<file path="src/rtl/doubly_linked_list_engine_macros.svh">
// Assertion macros shared by the doubly linked list engine.
// Each macro expects clk and rst_n in the scope where it is used.
`ifndef DOUBLY_LINKED_LIST_ENGINE_MACROS_SVH
`define DOUBLY_LINKED_LIST_ENGINE_MACROS_SVH

// Consequent must hold in the same cycle as the antecedent.
`define DLL_ASSERT_SAME(label, ante, cons, msg) \
  label: assert property (@(posedge clk) disable iff (!rst_n) (ante) |-> (cons)) \
    else $error(msg);

// Consequent must hold in the cycle after the antecedent.
`define DLL_ASSERT_NEXT(label, ante, cons, msg) \
  label: assert property (@(posedge clk) disable iff (!rst_n) (ante) |=> (cons)) \
    else $error(msg);

`endif

</file>
<file path="src/rtl/dll_pkg.sv">
// Shared constants, codes and control/status types of the linked list engine.
// No dependencies.
`timescale 1ns / 1ps
package dll_pkg;

  localparam int POOL_DEPTH_DEF = 16;
  localparam int DATA_WIDTH_DEF = 32;

  localparam int CMD_W  = 3;
  localparam int POS_W  = 8;
  localparam int STAT_W = 2;

  localparam logic [CMD_W-1:0] CMD_INS_HEAD = 3'd0;
  localparam logic [CMD_W-1:0] CMD_INS_TAIL = 3'd1;
  localparam logic [CMD_W-1:0] CMD_INS_POS  = 3'd2;
  localparam logic [CMD_W-1:0] CMD_DEL_POS  = 3'd3;
  localparam logic [CMD_W-1:0] CMD_DUMP     = 3'd4;

  localparam logic [STAT_W-1:0] ST_OK    = 2'd0;
  localparam logic [STAT_W-1:0] ST_FULL  = 2'd1;
  localparam logic [STAT_W-1:0] ST_RANGE = 2'd2;
  localparam logic [STAT_W-1:0] ST_EMPTY = 2'd3;

  typedef struct packed {
    logic              accept;
    logic              track_head;
    logic              step;
    logic              cap_head;
    logic              cap_tail;
    logic              cap_walk;
    logic              rd_free;
    logic              alloc;
    logic              wr_node;
    logic              wr_link;
    logic              unlink;
    logic              free_slot;
    logic              emit;
    logic              emit_item;
    logic [STAT_W-1:0] status;
  } dll_ctl_t;

  typedef struct packed {
    logic is_ins;
    logic is_del;
    logic is_dump;
    logic ins_bad;
    logic full;
    logic ins_first;
    logic ins_last;
    logic list_empty;
    logic del_bad;
    logic at_tgt;
    logic dump_last;
  } dll_sts_t;

endpackage

</file>
<file path="src/rtl/dll_ram.sv">
// Generic single-write, single-read RAM with a registered read port.
// No dependencies.
`timescale 1ns / 1ps
module dll_ram #(
  parameter int WIDTH = 8,
  parameter int DEPTH = 16,
  localparam int AW = (DEPTH > 1) ? $clog2(DEPTH) : 1
) (
  input  logic             clk,
  input  logic             we,
  input  logic [AW-1:0]    waddr,
  input  logic [WIDTH-1:0] wdata,
  input  logic [AW-1:0]    raddr,
  output logic [WIDTH-1:0] rdata
);

  logic [WIDTH-1:0] mem_r [DEPTH];
  logic [WIDTH-1:0] rdata_r;

  always_ff @(posedge clk) begin
    if (we) begin
      mem_r[waddr] <= wdata;
    end
    rdata_r <= mem_r[raddr];
  end

  assign rdata = rdata_r;

endmodule

</file>
<file path="src/rtl/dll_ctrl.sv">
// Command sequencer of the linked list engine.
// Depends on dll_pkg for the control and status types and the status codes.
`timescale 1ns / 1ps
module dll_ctrl (
  input  logic             clk,
  input  logic             rst_n,
  input  logic             start,
  output logic             busy,
  input  dll_pkg::dll_sts_t sts,
  output dll_pkg::dll_ctl_t ctl
);

  localparam logic [3:0] S_IDLE    = 4'd0;
  localparam logic [3:0] S_DECODE  = 4'd1;
  localparam logic [3:0] S_WALK    = 4'd2;
  localparam logic [3:0] S_DUMP    = 4'd3;
  localparam logic [3:0] S_ALLOC   = 4'd4;
  localparam logic [3:0] S_ALLOC2  = 4'd5;
  localparam logic [3:0] S_WNODE   = 4'd6;
  localparam logic [3:0] S_WLINK   = 4'd7;
  localparam logic [3:0] S_UNLINK  = 4'd8;
  localparam logic [3:0] S_RELEASE = 4'd9;
  localparam logic [3:0] S_DONE    = 4'd10;

  logic [3:0] state_r;
  logic [3:0] state_nxt;

  always_ff @(posedge clk) begin
    if (!rst_n) begin
      state_r <= S_IDLE;
    end else begin
      state_r <= state_nxt;
    end
  end

  always_comb begin
    ctl       = '0;
    state_nxt = state_r;
    case (state_r)
      S_IDLE: begin
        ctl.track_head = 1'b1;
        if (start) begin
          ctl.accept = 1'b1;
          state_nxt  = S_DECODE;
        end
      end
      S_DECODE: begin
        if (sts.is_ins) begin
          if (sts.ins_bad) begin
            ctl.emit   = 1'b1;
            ctl.status = dll_pkg::ST_RANGE;
            state_nxt  = S_IDLE;
          end else if (sts.full) begin
            ctl.emit   = 1'b1;
            ctl.status = dll_pkg::ST_FULL;
            state_nxt  = S_IDLE;
          end else if (sts.ins_first) begin
            ctl.cap_head = 1'b1;
            state_nxt    = S_ALLOC;
          end else if (sts.ins_last) begin
            ctl.cap_tail = 1'b1;
            state_nxt    = S_ALLOC;
          end else begin
            state_nxt = S_WALK;
          end
        end else if (sts.is_del) begin
          if (sts.list_empty) begin
            ctl.emit   = 1'b1;
            ctl.status = dll_pkg::ST_EMPTY;
            state_nxt  = S_IDLE;
          end else if (sts.del_bad) begin
            ctl.emit   = 1'b1;
            ctl.status = dll_pkg::ST_RANGE;
            state_nxt  = S_IDLE;
          end else begin
            state_nxt = S_WALK;
          end
        end else if (sts.is_dump) begin
          if (sts.list_empty) begin
            ctl.emit   = 1'b1;
            ctl.status = dll_pkg::ST_EMPTY;
            state_nxt  = S_IDLE;
          end else begin
            state_nxt = S_DUMP;
          end
        end else begin
          state_nxt = S_IDLE;
        end
      end
      S_WALK: begin
        if (sts.at_tgt) begin
          ctl.cap_walk = 1'b1;
          state_nxt    = sts.is_del ? S_UNLINK : S_ALLOC;
        end else begin
          ctl.step = 1'b1;
        end
      end
      S_DUMP: begin
        ctl.emit      = 1'b1;
        ctl.emit_item = 1'b1;
        ctl.status    = dll_pkg::ST_OK;
        if (sts.dump_last) begin
          state_nxt = S_IDLE;
        end else begin
          ctl.step = 1'b1;
        end
      end
      S_ALLOC: begin
        ctl.rd_free = 1'b1;
        state_nxt   = S_ALLOC2;
      end
      S_ALLOC2: begin
        ctl.alloc = 1'b1;
        state_nxt = S_WNODE;
      end
      S_WNODE: begin
        ctl.wr_node = 1'b1;
        state_nxt   = S_WLINK;
      end
      S_WLINK: begin
        ctl.wr_link = 1'b1;
        state_nxt   = S_DONE;
      end
      S_UNLINK: begin
        ctl.unlink = 1'b1;
        state_nxt  = S_RELEASE;
      end
      S_RELEASE: begin
        ctl.free_slot = 1'b1;
        ctl.emit      = 1'b1;
        ctl.status    = dll_pkg::ST_OK;
        state_nxt     = S_IDLE;
      end
      S_DONE: begin
        ctl.emit   = 1'b1;
        ctl.status = dll_pkg::ST_OK;
        state_nxt  = S_IDLE;
      end
      default: begin
        state_nxt = S_IDLE;
      end
    endcase
  end

  assign busy = (state_r != S_IDLE);

endmodule

</file>
<file path="src/rtl/dll_dp.sv">
// Datapath of the linked list engine: list registers, node memories, free list
// and result registers. Depends on dll_pkg and dll_ram.
`timescale 1ns / 1ps
module dll_dp #(
  parameter int POOL_DEPTH = dll_pkg::POOL_DEPTH_DEF,
  parameter int DATA_WIDTH = dll_pkg::DATA_WIDTH_DEF,
  localparam int LW = $clog2(POOL_DEPTH + 1)
) (
  input  logic                        clk,
  input  logic                        rst_n,
  input  dll_pkg::dll_ctl_t           ctl,
  output dll_pkg::dll_sts_t           sts,
  input  logic [dll_pkg::CMD_W-1:0]   in_command,
  input  logic [dll_pkg::POS_W-1:0]   in_position,
  input  logic [DATA_WIDTH-1:0]       in_value,
  output logic                        out_valid,
  output logic [dll_pkg::STAT_W-1:0]  out_status,
  output logic [DATA_WIDTH-1:0]       out_item_value,
  output logic [LW-1:0]               out_item_position,
  output logic [LW-1:0]               out_list_length,
  output logic                        out_last
);

  localparam int AW = $clog2(POOL_DEPTH);
  localparam int CW = ((LW > dll_pkg::POS_W) ? LW : dll_pkg::POS_W) + 1;
  localparam logic [LW-1:0] NULL_LINK = LW'(POOL_DEPTH);

  logic [dll_pkg::CMD_W-1:0] cmd_r;
  logic [dll_pkg::POS_W-1:0] pos_r;
  logic [DATA_WIDTH-1:0]     val_r;
  logic [LW-1:0] head_r, tail_r, count_r, free_head_r, fresh_r;
  logic [LW-1:0] cur_r, cur_nxt, k_r, k_nxt;
  logic [LW-1:0] a_r, b_r, n_r;

  logic                      out_valid_r;
  logic [dll_pkg::STAT_W-1:0] out_status_r;
  logic [DATA_WIDTH-1:0]     out_value_r;
  logic [LW-1:0]             out_pos_r, out_len_r;
  logic                      out_last_r;

  logic [DATA_WIDTH-1:0] val_rdata;
  logic [LW-1:0]         nxt_rdata, prv_rdata;
  logic                  nxt_we, prv_we;
  logic [LW-1:0]         nxt_waddr, prv_waddr, nxt_wdata, prv_wdata;
  logic [AW-1:0]         nxt_raddr;

  logic [CW-1:0] cnt_ext, cnt_p1, pos_ext, ins_p, tgt;
  logic          a_null, b_null, free_null;

  assign cnt_ext   = CW'(count_r);
  assign cnt_p1    = cnt_ext + CW'(1);
  assign pos_ext   = CW'(pos_r);
  assign a_null    = (a_r == NULL_LINK);
  assign b_null    = (b_r == NULL_LINK);
  assign free_null = (free_head_r == NULL_LINK);

  always_comb begin
    case (cmd_r)
      dll_pkg::CMD_INS_HEAD: ins_p = CW'(1);
      dll_pkg::CMD_INS_TAIL: ins_p = cnt_p1;
      default:               ins_p = pos_ext;
    endcase
    sts.is_ins     = cmd_r inside {dll_pkg::CMD_INS_HEAD, dll_pkg::CMD_INS_TAIL,
                                   dll_pkg::CMD_INS_POS};
    sts.is_del     = (cmd_r == dll_pkg::CMD_DEL_POS);
    sts.is_dump    = (cmd_r == dll_pkg::CMD_DUMP);
    sts.ins_bad    = (ins_p == '0) || (ins_p > cnt_p1);
    sts.full       = (count_r == NULL_LINK);
    sts.ins_first  = (ins_p == CW'(1));
    sts.ins_last   = (ins_p == cnt_p1);
    sts.list_empty = (count_r == '0);
    sts.del_bad    = (pos_ext == '0) || (pos_ext > cnt_ext);
    tgt            = sts.is_del ? pos_ext : (ins_p - CW'(1));
    sts.at_tgt     = (CW'(k_r) == tgt);
    sts.dump_last  = (k_r == count_r) || (nxt_rdata == NULL_LINK);
  end

  always_comb begin
    if (ctl.track_head) begin
      cur_nxt = head_r;
      k_nxt   = LW'(1);
    end else if (ctl.step) begin
      cur_nxt = nxt_rdata;
      k_nxt   = k_r + LW'(1);
    end else begin
      cur_nxt = cur_r;
      k_nxt   = k_r;
    end
  end

  assign nxt_raddr = ctl.rd_free ? free_head_r[AW-1:0] : cur_nxt[AW-1:0];

  always_comb begin
    nxt_we    = 1'b0;
    nxt_waddr = n_r;
    nxt_wdata = b_r;
    prv_we    = 1'b0;
    prv_waddr = n_r;
    prv_wdata = a_r;
    if (ctl.wr_node) begin
      nxt_we = 1'b1;
      prv_we = 1'b1;
    end else if (ctl.wr_link) begin
      nxt_we    = !a_null;
      nxt_waddr = a_r;
      nxt_wdata = n_r;
      prv_we    = !b_null;
      prv_waddr = b_r;
      prv_wdata = n_r;
    end else if (ctl.unlink) begin
      nxt_we    = !a_null;
      nxt_waddr = a_r;
      nxt_wdata = b_r;
      prv_we    = !b_null;
      prv_waddr = b_r;
      prv_wdata = a_r;
    end else if (ctl.free_slot) begin
      nxt_we    = 1'b1;
      nxt_waddr = n_r;
      nxt_wdata = free_head_r;
    end
  end

  dll_ram #(.WIDTH(DATA_WIDTH), .DEPTH(POOL_DEPTH)) u_val_ram (
    .clk   (clk),
    .we    (ctl.wr_node),
    .waddr (n_r[AW-1:0]),
    .wdata (val_r),
    .raddr (cur_nxt[AW-1:0]),
    .rdata (val_rdata)
  );

  dll_ram #(.WIDTH(LW), .DEPTH(POOL_DEPTH)) u_nxt_ram (
    .clk   (clk),
    .we    (nxt_we),
    .waddr (nxt_waddr[AW-1:0]),
    .wdata (nxt_wdata),
    .raddr (nxt_raddr),
    .rdata (nxt_rdata)
  );

  dll_ram #(.WIDTH(LW), .DEPTH(POOL_DEPTH)) u_prv_ram (
    .clk   (clk),
    .we    (prv_we),
    .waddr (prv_waddr[AW-1:0]),
    .wdata (prv_wdata),
    .raddr (cur_nxt[AW-1:0]),
    .rdata (prv_rdata)
  );

  always_ff @(posedge clk) begin
    if (!rst_n) begin
      head_r      <= NULL_LINK;
      tail_r      <= NULL_LINK;
      count_r     <= '0;
      free_head_r <= NULL_LINK;
      fresh_r     <= '0;
      cur_r       <= NULL_LINK;
      k_r         <= LW'(1);
      out_valid_r <= 1'b0;
    end else begin
      cur_r       <= cur_nxt;
      k_r         <= k_nxt;
      out_valid_r <= ctl.emit;
      if (ctl.alloc) begin
        if (free_null) begin
          fresh_r <= fresh_r + LW'(1);
        end else begin
          free_head_r <= nxt_rdata;
        end
      end
      if (ctl.free_slot) begin
        free_head_r <= n_r;
      end
      if (ctl.wr_link) begin
        count_r <= count_r + LW'(1);
        if (a_null) begin
          head_r <= n_r;
        end
        if (b_null) begin
          tail_r <= n_r;
        end
      end
      if (ctl.unlink) begin
        count_r <= count_r - LW'(1);
        if (a_null) begin
          head_r <= b_r;
        end
        if (b_null) begin
          tail_r <= a_r;
        end
      end
    end
  end

  always_ff @(posedge clk) begin
    if (ctl.accept) begin
      cmd_r <= in_command;
      pos_r <= in_position;
      val_r <= in_value;
    end
    if (ctl.cap_head) begin
      a_r <= NULL_LINK;
      b_r <= head_r;
    end
    if (ctl.cap_tail) begin
      a_r <= tail_r;
      b_r <= NULL_LINK;
    end
    if (ctl.cap_walk) begin
      b_r <= nxt_rdata;
      if (sts.is_del) begin
        n_r <= cur_r;
        a_r <= prv_rdata;
      end else begin
        a_r <= cur_r;
      end
    end
    if (ctl.alloc) begin
      n_r <= free_null ? fresh_r : free_head_r;
    end
    if (ctl.emit) begin
      out_status_r <= ctl.status;
      out_value_r  <= ctl.emit_item ? val_rdata : '0;
      out_pos_r    <= ctl.emit_item ? k_r : '0;
      out_len_r    <= count_r;
      out_last_r   <= ctl.emit_item ? sts.dump_last : 1'b1;
    end
  end

  assign out_valid         = out_valid_r;
  assign out_status        = out_status_r;
  assign out_item_value    = out_value_r;
  assign out_item_position = out_pos_r;
  assign out_list_length   = out_len_r;
  assign out_last          = out_last_r;

endmodule

</file>
<file path="src/rtl/doubly_linked_list_engine.sv">
// Doubly linked list engine. Each result is registered in the cycle after its deciding
// cycle. An error gives a single result; an ignored command code gives none.
// Inserts allocate a node, write it and link it in; inner inserts and deletes first walk
// to the position. A dump gives one result per element, one result per cycle. A new command
// is taken while busy is low; the receiver cannot stall. The walk follows one link per cycle.
// Synchronous active-low reset empties the list at once; no clearing pass.
`timescale 1ns / 1ps
`include "doubly_linked_list_engine_macros.svh"
module doubly_linked_list_engine #(
  parameter int POOL_DEPTH = dll_pkg::POOL_DEPTH_DEF,
  parameter int DATA_WIDTH = dll_pkg::DATA_WIDTH_DEF,
  localparam int LW = $clog2(POOL_DEPTH + 1)
) (
  input  logic                              clk,
  input  logic                              rst_n,
  input  logic                              start,
  output logic                              busy,
  input  logic [dll_pkg::CMD_W-1:0]         in_command,
  input  logic [dll_pkg::POS_W-1:0]         in_position,
  input  logic signed [DATA_WIDTH-1:0]      in_value,
  output logic                              out_valid,
  output logic [dll_pkg::STAT_W-1:0]        out_status,
  output logic signed [DATA_WIDTH-1:0]      out_item_value,
  output logic [LW-1:0]                     out_item_position,
  output logic [LW-1:0]                     out_list_length,
  output logic                              out_last
);

  dll_pkg::dll_ctl_t ctl;
  dll_pkg::dll_sts_t sts;

  dll_ctrl u_ctrl (
    .clk   (clk),
    .rst_n (rst_n),
    .start (start),
    .busy  (busy),
    .sts   (sts),
    .ctl   (ctl)
  );

  dll_dp #(
    .POOL_DEPTH (POOL_DEPTH),
    .DATA_WIDTH (DATA_WIDTH)
  ) u_dp (
    .clk               (clk),
    .rst_n             (rst_n),
    .ctl               (ctl),
    .sts               (sts),
    .in_command        (in_command),
    .in_position       (in_position),
    .in_value          (in_value),
    .out_valid         (out_valid),
    .out_status        (out_status),
    .out_item_value    (out_item_value),
    .out_item_position (out_item_position),
    .out_list_length   (out_list_length),
    .out_last          (out_last)
  );

  `DLL_ASSERT_NEXT(a_accept_sets_busy, start && !busy, busy, "busy did not rise after a transfer")
  `DLL_ASSERT_SAME(a_length_bound, out_valid, out_list_length <= LW'(POOL_DEPTH), "length exceeds pool")
  `DLL_ASSERT_SAME(a_error_single, out_valid && (out_status != dll_pkg::ST_OK), out_last && (out_item_position == '0), "error result not final")
  `DLL_ASSERT_SAME(a_dump_pos_bound, out_valid && (out_item_position != '0), out_item_position <= out_list_length, "dump position beyond length")

endmodule
</file>
<file path="config.mk">
export PLATFORM = sky130hd
export DESIGN_NAME = doubly_linked_list_engine
export DESIGN_NICKNAME = d
export VERILOG_FILES = /design/src/rtl/dll_pkg.sv /design/src/rtl/dll_ram.sv /design/src/rtl/dll_ctrl.sv /design/src/rtl/dll_dp.sv /design/src/rtl/doubly_linked_list_engine.sv
export VERILOG_INCLUDE_DIRS = /design/src /design/src/rtl
export SDC_FILE = /design/constraint.sdc
export NUM_CORES = 1
export LEC_CHECK = 0
export ABC_CLOCK_PERIOD_IN_PS = 9100
export BUFFER_PORTS_ARGS = -buffer_cell sky130_fd_sc_hd__buf_4
export CELL_PAD_IN_SITES_DETAIL_PLACEMENT = 1
export CELL_PAD_IN_SITES_GLOBAL_PLACEMENT = 1
export CORE_UTILIZATION = 30
export CTS_CLUSTER_DIAMETER = 100
export DETAILED_ROUTE_END_ITERATION = 8
export HOLD_SLACK_MARGIN = 0.06
export PLACE_DENSITY_LB_ADDON = 0.1
export SYNTH_ARGS = -nofsm -noshare
export SYNTH_HDL_FRONTEND = slang
export SYNTH_SLANG_ARGS = --single-unit
</file>
<file path="constraint.sdc">
create_clock -name clk -period 9.1 [get_ports clk]
set_clock_uncertainty 0.1 [all_clocks]
set_input_delay 0.455 -clock clk [delete_from_list [all_inputs] [get_ports clk]]
set_output_delay 0.455 -clock clk [all_outputs]
set_load 0.005 [all_outputs]
</file>
# --- Yosys cells after proc, flatten, opt, wreduce, memory -nomap -nowiden ---
# Memories as Yosys holds them, arrays and structs flattened. A register that Yosys moved wholly into a read port is not among the register bits.
# Cells that the tools add are included.
totals:
  mem_bits_rw: 672
  wordCells: 191
  register_bits: 143
  n_memories: 3
mem_list:
  columns: ["memory", "depth", "word_bits", "read_ports", "rd_clocked_by_memory_dff", "write_ports", "line_no", "text"]
  rows:
  - ["u_dp.u_val_ram.mem_r", 16, 32, 1, 1, 1, "dll_ram.sv:17", "logic [WIDTH-1:0] mem_r [DEPTH];"]
  - ["u_dp.u_nxt_ram.mem_r", 16, 5, 1, 1, 1, "dll_ram.sv:17", null]
  - ["u_dp.u_prv_ram.mem_r", 16, 5, 1, 1, 1, "dll_ram.sv:17", null]
classes:
  reduce_logical: 24
  n_mux: 107
  n_bitwise: 1
  magnitude_cmp: 2
  n_addsub: 6
  n_eq_ne: 27
op_table:
  columns: ["operator", "n"]
  rows:
  - ["$mux 5", 32]
  - ["$mux 4", 18]
  - ["$mux 1", 37]
  - ["$pmux 4 s9", 1]
  - ["$mux 2", 14]
  - ["$eq 5x5->1 const B", 5]
  - ["$logic_not 9->1", 2]
  - ["$pmux 9 s2", 1]
  - ["$eq 4x3->1 const B", 4]
  - ["$add 5x1->5 const B", 3]
  - ["$eq 4x4->1 const B", 3]
  - ["$reduce_bool 2->1", 5]
  - ["$eq 5x9->1", 1]
  - ["$eq 9x1->1 const B", 1]
  - ["$eq 9x9->1", 1]
  - ["$gt 9x9->1", 1]
  - ["$mux 9", 1]
  - ["$sub 9x1->9 const B", 1]
  - ["$eq 4x2->1 const B", 2]
  - ["$gt 8x5->1", 1]
  - ["$add 5x1->6 const B", 1]
  - ["$eq 3x2->1 const B", 2]
  - ["$ne 2x2->1 const B", 3]
  - ["$reduce_and 2->1", 3]
  - ["other kinds (19)", 24]

# --- Longest topological paths before layout ---
depth:
  ltp_word: 12
  ltp_mapped: 22
  depth_no_buf: 17

# --- Modules after synthesis ---
# From an unflattened synthesis, not the netlist that was laid out.
unflattened:
  cells_unflattened: 1858
  area_unflattened_um2: 33696.1
by_module_without_submodules:
  columns: ["mod", "instances", "cells_per_inst", "area_each_um2"]
  rows:
  - ["dll_ram at u_dp.u_val_ram", 1, 838, 19835.3]
  - ["dll_dp", 1, 634, 6869.1]
  - ["dll_ram at u_dp.u_nxt_ram ...", 2, 155, 3213.1]
  - ["dll_ctrl", 1, 76, 565.5]

# --- Worst setup path before layout ---
# No wires, ideal clock.
synth_path:
  kind: "flip-flop to flip-flop"
  startpoint: "register u_dp.count_r[0]"
  endpoint: "register u_dp.out_pos_r[0], in the netlist u_dp.out_item_position[0], enable pin"
  path_slack_ns: 2.647
  t_required_ns: 8.483
  setup_ns: 0.517
  period_less_slack_ns: 6.453
  path_stages_with_launch: 17
  path_buffers: 0
  arrival_time_ns: 5.836
  cell_sequence: "dfxtp_1 inv_1 ha_1 nand2_1 o21ai_1 ha_1 nor2b_1 o21a_1 o21a_1 o21ai_0 nand2b_1 a21oi_1 o211ai_1 o21ai_0 nand2_1 o311ai_0 a211oi_1"
synth_lines:
  columns: ["item", "line_no", "text"]
  rows:
  - ["start, declared", "dll_dp.sv:31", "logic [LW-1:0] head_r, tail_r, count_r, free_head_r, fresh_r;"]
  - ["start signal, assigned", "dll_dp.sv:176", "count_r <= count_r + LW'(1);"]
  - ["start signal, assigned", "dll_dp.sv:185", "count_r <= count_r - LW'(1);"]
  - ["end signal, assigned", "dll_dp.sv:225", "out_pos_r <= ctl.emit_item ? k_r : '0;"]
  - ["end, declared", "dll_dp.sv:38", "logic [LW-1:0] out_pos_r, out_len_r;"]

# --- Worst setup path after layout ---
layout_path:
  startpoint: "register u_dp.cmd_r[2] in the netlist's numbering"
  endpoint: "register u_dp.u_val_ram.rdata_r[5], in the netlist u_dp.u_val_ram.rdata[5], read port of u_dp.u_val_ram.mem_r"
layout_between:
  elab_chain_len: 9
layout_lines:
  columns: ["item", "line_no", "text"]
  rows:
  - ["start, declared", "dll_dp.sv:28", "logic [dll_pkg::CMD_W-1:0] cmd_r;"]
  - ["start signal, assigned", "dll_dp.sv:198", "cmd_r <= in_command;"]
  - ["$eq 3x1->1 or $logic_not 3->1 (tied branches)", "dll_dp.sv:58", "case (cmd_r)"]
  - ["$pmux 9 s2", "dll_dp.sv:58", null]
  - ["$sub 9x1->9", "dll_dp.sv:73", "tgt = sts.is_del ? pos_ext : (ins_p - CW'(1));"]
  - ["$mux 9 (*)", "dll_dp.sv:73", null]
  - ["$eq 5x9->1 (*)", "dll_dp.sv:74", "sts.at_tgt = (CW'(k_r) == tgt);"]
  - ["$mux 1 (*)", "dll_ctrl.sv:91", "if (sts.at_tgt) begin"]
  - ["$pmux 1 s2 (*)", "dll_ctrl.sv:39", "case (state_r)"]
  - ["$mux 5 (*)", "dll_dp.sv:82", "end else if (ctl.step) begin"]
  - ["$mux 5 (*)", "dll_dp.sv:79", "if (ctl.track_head) begin"]
  - ["end, declared", "dll_ram.sv:18", "logic [WIDTH-1:0] rdata_r;"]
# Mark *: on every way between the ends. The rest lies on a longest branch, timed or not. The select of a mux whose other input is x is not followed.
# A chain may end at the register's enable or synchronous reset.

==> flow_summary.html <==
<table>
<tr><th>Metric</th><th>Value</th></tr>
<tr><th colspan="2">Setup path</th></tr>
<tr><td>Crit. path cell count</td><td>15</td></tr>
<tr><td>Critical path class</td><td>flip-flop to flip-flop</td></tr>
<tr><td>Maximum fanout encountered on the critical timing path</td><td>66</td></tr>
<tr><td>Critical register-to-register path startpoint</td><td>u_dp.cmd_r[2]$_DFFE_PP_</td></tr>
<tr><td>Critical Path AT</td><td>6.40 ns</td></tr>
<tr><td>Slowest CP cell</td><td>buf_4</td></tr>
<tr><td>Type of element launching the critical path</td><td>flip-flop</td></tr>
<tr><td>CP most frequent cell</td><td>o21ai_0</td></tr>
<tr><td>Slowest cell delay on critical path</td><td>0.87 ns</td></tr>
<tr><td>Terminus of the critical flop-to-flop path</td><td>u_dp.u_val_ram.rdata[5]$_DFF_P_</td></tr>
<tr><td>Kind of cell adding the most delay to the critical path</td><td>compound AO/OA/AOI/OAI gates</td></tr>
<tr><td>Kind of capture point of the worst setup path</td><td>flip-flop</td></tr>
<tr><td>Critical path cell sequence</td><td>or2_1, o21ai_1, inv_1, ha_1, o21ai_0, or4_1, mux2i_1, a31oi_2, o21ai_0, o311a_4, buf_4, a21oi_1, a22o_1, o22ai_1, a221o_1</td></tr>
<tr><td>Worst Path Required</td><td>9.62 ns</td></tr>
<tr><td>Buffers plus inverters on the worst setup path</td><td>2</td></tr>
<tr><td>Slack of the worst reg-to-reg path</td><td>about 3.2 ns</td></tr>
<tr><td>Depth of the worst register-to-register path</td><td>15</td></tr>
<tr><th colspan="2">Yosys</th></tr>
<tr><td>Synth Warn #</td><td>0</td></tr>
<tr><td>Syn Inst Count</td><td>2570</td></tr>
<tr><td>Count of distinct cell types in the synthesized netlist</td><td>79</td></tr>
<tr><td>Number of enable-type register cells in the synthesized netlist</td><td>775</td></tr>
<tr><td>Syn nets</td><td>roughly 2600</td></tr>
<tr><td>Netlist area before placement</td><td>about 0.034 mm2</td></tr>
<tr><td>Count of state elements after synthesis</td><td>857</td></tr>
<tr><td>Async set-or-reset flop fraction in the synthesized netlist</td><td>0</td></tr>
<tr><td>Portion of the post-synthesis area used by sequential elements</td><td>0.725</td></tr>
<tr><td>Prevailing post-synth register cell</td><td>edfxtp_1</td></tr>
<tr><td>Mean post-synth cell area</td><td>13.4 um2</td></tr>
<tr><th colspan="2">Floorplan</th></tr>
<tr><td>Floorplan die height</td><td>340 um</td></tr>
<tr><td>Initial Util</td><td>0.304</td></tr>
<tr><td>Floorplan Core Area</td><td>~0.11 mm2</td></tr>
<tr><td>I/O pin cnt</td><td>93</td></tr>
<tr><td>Width of the die</td><td>340 um</td></tr>
<tr><td>Total number of placement rows</td><td>123</td></tr>
<tr><td>Die footprint</td><td>0.116 mm2</td></tr>
<tr><th colspan="2">Run status</th></tr>
<tr><td>Result of the run</td><td>finished clean</td></tr>
<tr><th colspan="2">STA</th></tr>
<tr><td>Max-slew violation total from the final report</td><td>0</td></tr>
<tr><td>Actual slew at the worst max-slew pin</td><td>1.25 ns</td></tr>
<tr><td>Fin crit share</td><td>0.645</td></tr>
<tr><td>Max Clock Freq</td><td>between 150 and 200 MHz</td></tr>
<tr><td>Slew HR</td><td>0.162</td></tr>
<tr><td>Count of final setup violators</td><td>0</td></tr>
<tr><td>Total negative slack for setup checks</td><td>0 ns</td></tr>
<tr><td>RSZ-0062 raised after global routing</td><td>no</td></tr>
<tr><td>Final min period</td><td>~6 ns</td></tr>
<tr><td>Final hold vios</td><td>0</td></tr>
<tr><th colspan="2">Finish</th></tr>
<tr><td>Antenna diode count</td><td>0</td></tr>
<tr><td>Layout net count</td><td>approximately 2700</td></tr>
<tr><td>Share of final-layout standard cells stronger than drive strength 1</td><td>0.113</td></tr>
<tr><td>Growth of design area from synthesis to finish</td><td>17.2%</td></tr>
<tr><td>Final core area utilization</td><td>0.356</td></tr>
<tr><th colspan="2">Min path</th></tr>
<tr><td>Min-delay src</td><td>in_value[0]</td></tr>
<tr><td>Min-Delay Path Class</td><td>primary input to flip-flop</td></tr>
<tr><td>Hold Crit Endpoint</td><td>u_dp.val_r[0]$_DFFE_PP_</td></tr>
<tr><td>Worst Hold Path Cells</td><td>2</td></tr>
<tr><th colspan="2">GRT</th></tr>
<tr><td>Total global routing track utilization</td><td>0.185</td></tr>
<tr><td>Via count of the first global-routing pass</td><td>roughly 23000</td></tr>
<tr><td>Wire length of the first global-routing pass</td><td>158 mm</td></tr>
<tr><td>Congestion Overflow GR</td><td>0</td></tr>
<tr><td>Initial antenna violation count</td><td>0</td></tr>
<tr><td>Met1 Resource Use GR</td><td>0.248</td></tr>
<tr><td>Busiest layer in global routing</td><td>met2</td></tr>
<tr><td>Global routing met3 resource utilization</td><td>0.0245</td></tr>
<tr><td>GR met2 Demand/Resource</td><td>0.313</td></tr>
<tr><td>Pin count of the biggest net entering global routing</td><td>184</td></tr>
<tr><th colspan="2">Detailed routing</th></tr>
<tr><td>Routed vias</td><td>21907</td></tr>
<tr><td>Detail Route Antenna Nets</td><td>0</td></tr>
<tr><td>First-pass iteration count of the detailed router</td><td>5</td></tr>
<tr><td>Post-detailed-routing wire length</td><td>108 mm</td></tr>
<tr><td>Mean routed wirelength per cell</td><td>25.4 um</td></tr>
<tr><td>DRC marker count from the first detailed-route iteration</td><td>1333</td></tr>
<tr><td>Vias per cell</td><td>5.14</td></tr>
<tr><td>Drt drc</td><td>0</td></tr>
<tr><th colspan="2">Clocking</th></tr>
<tr><td>CTS Root Cell</td><td>clkbuf_16</td></tr>
<tr><td>CTS tree</td><td>done</td></tr>
<tr><td>Maximum count of clock buffers along a single path</td><td>3</td></tr>
<tr><td>Hold bufs inserted after CTS</td><td>45</td></tr>
<tr><td>Number of setup buffers added after CTS</td><td>0</td></tr>
<tr><td>Clock H-tree levels</td><td>3</td></tr>
<tr><td>Count of cells resized by post-cts repair</td><td>0</td></tr>
<tr><td>Clock transition time at the flip-flop clock pins of the worst setup and hold paths</td><td>0.06 ns</td></tr>
<tr><td>Clk_lat worst skew</td><td>roughly 0.7 ns</td></tr>
<tr><td>Clock sink count</td><td>857</td></tr>
<tr><td>Cts bufs inserted</td><td>97</td></tr>
<tr><th colspan="2">Power and ir drop</th></tr>
<tr><td>Peak supply drop</td><td>0.000155 V</td></tr>
<tr><td>Pwr per Cell Area</td><td>slightly above 200 mW/mm2</td></tr>
<tr><td>P_leak</td><td>0.0141 uW</td></tr>
<tr><th colspan="2">Job</th></tr>
<tr><td>Number of max-cap violations</td><td>0</td></tr>
<tr><th colspan="2">Place</th></tr>
<tr><td>GPL Wtd Cong</td><td>between 0.8 and 0.9</td></tr>
<tr><td>Detail Placement HPWL</td><td>56.3 mm</td></tr>
<tr><td>Number of buffer cells added on primary ports</td><td>92</td></tr>
</table>
[worst register-to-register path: cells and delay by family (launching register included)]
kind	cells	cell delay [ns]
AOI/OAI and AO/OA	9	2.63
adders and majority gates	1	0.32
buffers and inverters	2	1.01
muxes	1	0.16
DFF	1	0.65
and+or+nand+nor	2	0.96
[sequential cells by signal, summed over array words and instances, names as in the netlist, 8 cells and up]
register,flops
u_dp.u_val_ram.mem_r,512
u_dp.u_nxt_ram.mem_r,80
u_dp.u_prv_ram.mem_r,80
u_dp.out_item_value,32
u_dp.u_val_ram.rdata,32
u_dp.val_r,32
u_dp.pos_r,8
[metal layers]
metal,vias to the layer above,share of wire
met5,-,0
met1,11421,0.45
li1,9924,-
met2,409,0.49
met4,0,0.024
met3,153,0.033
[layout by cell type, fill, tap and decap left out, types with 37 or more instances in the layout]
cell type	n
a21oi_1	347
a221o_1	37
a22o_1	76
a22oi_1	76
and2_1	48
buf_4	127
clkbuf_16	98
dfxtp_1	82
dlygate4sd3_1	45
edfxtp_1	775
nand2_1	431
nor2_1	99
o21ai_0	45
o22ai_1	44
[per-stage QoR]
stage	cell area, um2	setup slack (ns)	cells	hold slack, ns	power [uW]
floorplan	34400	2.65	2570	0.303	4480
global placement	36800	3.42	4036	0.377	4550
detailed placement	36800	3.24	4036	0.392	4550
CTS	40300	3.24	4262	0.340	8370
global route	40300	2.81	4262	0.356	8520
finish	40300	3.23	4262	0.392	8260
[worst max-delay path by stage]
stage	start	to	slack (ns)
after floorplan	u_dp.count_r[0]$_SDFFE_PN0P_	u_dp.out_item_position[0]$_SDFFCE_PP0P_	2.65
after global placement	u_dp.cmd_r[2]$_DFFE_PP_	u_dp.u_prv_ram.rdata[0]$_DFF_P_	3.42
after detailed placement	u_dp.cmd_r[2]$_DFFE_PP_	u_dp.u_val_ram.rdata[5]$_DFF_P_	3.24
after CTS	u_dp.cmd_r[2]$_DFFE_PP_	u_dp.u_val_ram.rdata[5]$_DFF_P_	3.24
after global routing	u_dp.cmd_r[2]$_DFFE_PP_	u_dp.u_val_ram.rdata[12]$_DFF_P_	2.81
final	u_dp.cmd_r[2]$_DFFE_PP_	u_dp.u_val_ram.rdata[5]$_DFF_P_	3.23
[final cells by class]
cell class	count	area, um2
clock buffers	133	2650
clock inverters	48	398
fillers	11823	72700
inverters	30	113
multi-input cells	1518	8830
flip-flops and latches	857	24900
well taps	1500	1880
repair buffers	176	1480
[cells by family after synthesis]
logic type      synth area share
simple gates              0.0906
flops                      0.725
mux                       0.0103
xor+xnor                 0.00699
buf+inv                   0.0242
compound gates             0.135
fa+ha+maj                0.00786
[power breakdown]
part,internal (uW),switching (uW)
combinational,59.0,76.7
sequential,4300,50.3
clock,2180,1590
[synth_stat cells (6+ instances only)]
cell / instances / area (um2)
nand2_1: 432 / 1620
o21ai_0: 46 / 230
inv_1: 28 / 105
dfxtp_1: 82 / 1640
a221o_1: 37 / 370
nand2b_1: 14 / 87.6
nor4_1: 6 / 37.5
o21ai_1: 6 / 30.0
xor2_1: 11 / 96.3
o22ai_1: 44 / 275
nor2b_1: 11 / 68.8
a22oi_1: 76 / 571
a21oi_1: 347 / 1740
a31oi_1: 8 / 50.1
nor3_1: 21 / 105
mux2i_1: 31 / 310
xnor2_1: 12 / 105
a311oi_1: 8 / 70.1
and2_1: 50 / 313
buf_2: 58 / 290
a211oi_1: 9 / 67.6
or3_1: 9 / 56.3
nor2_1: 112 / 420
clkbuf_1: 88 / 330
edfxtp_1: 775 / 23300
a22o_1: 76 / 666
o21a_1: 7 / 52.6
buf_1: 14 / 52.6
nand4_1: 11 / 68.8
and3_1: 8 / 50.1
ha_1: 20 / 250
nand3_1: 21 / 105
(Power assumes the default switching activity.)
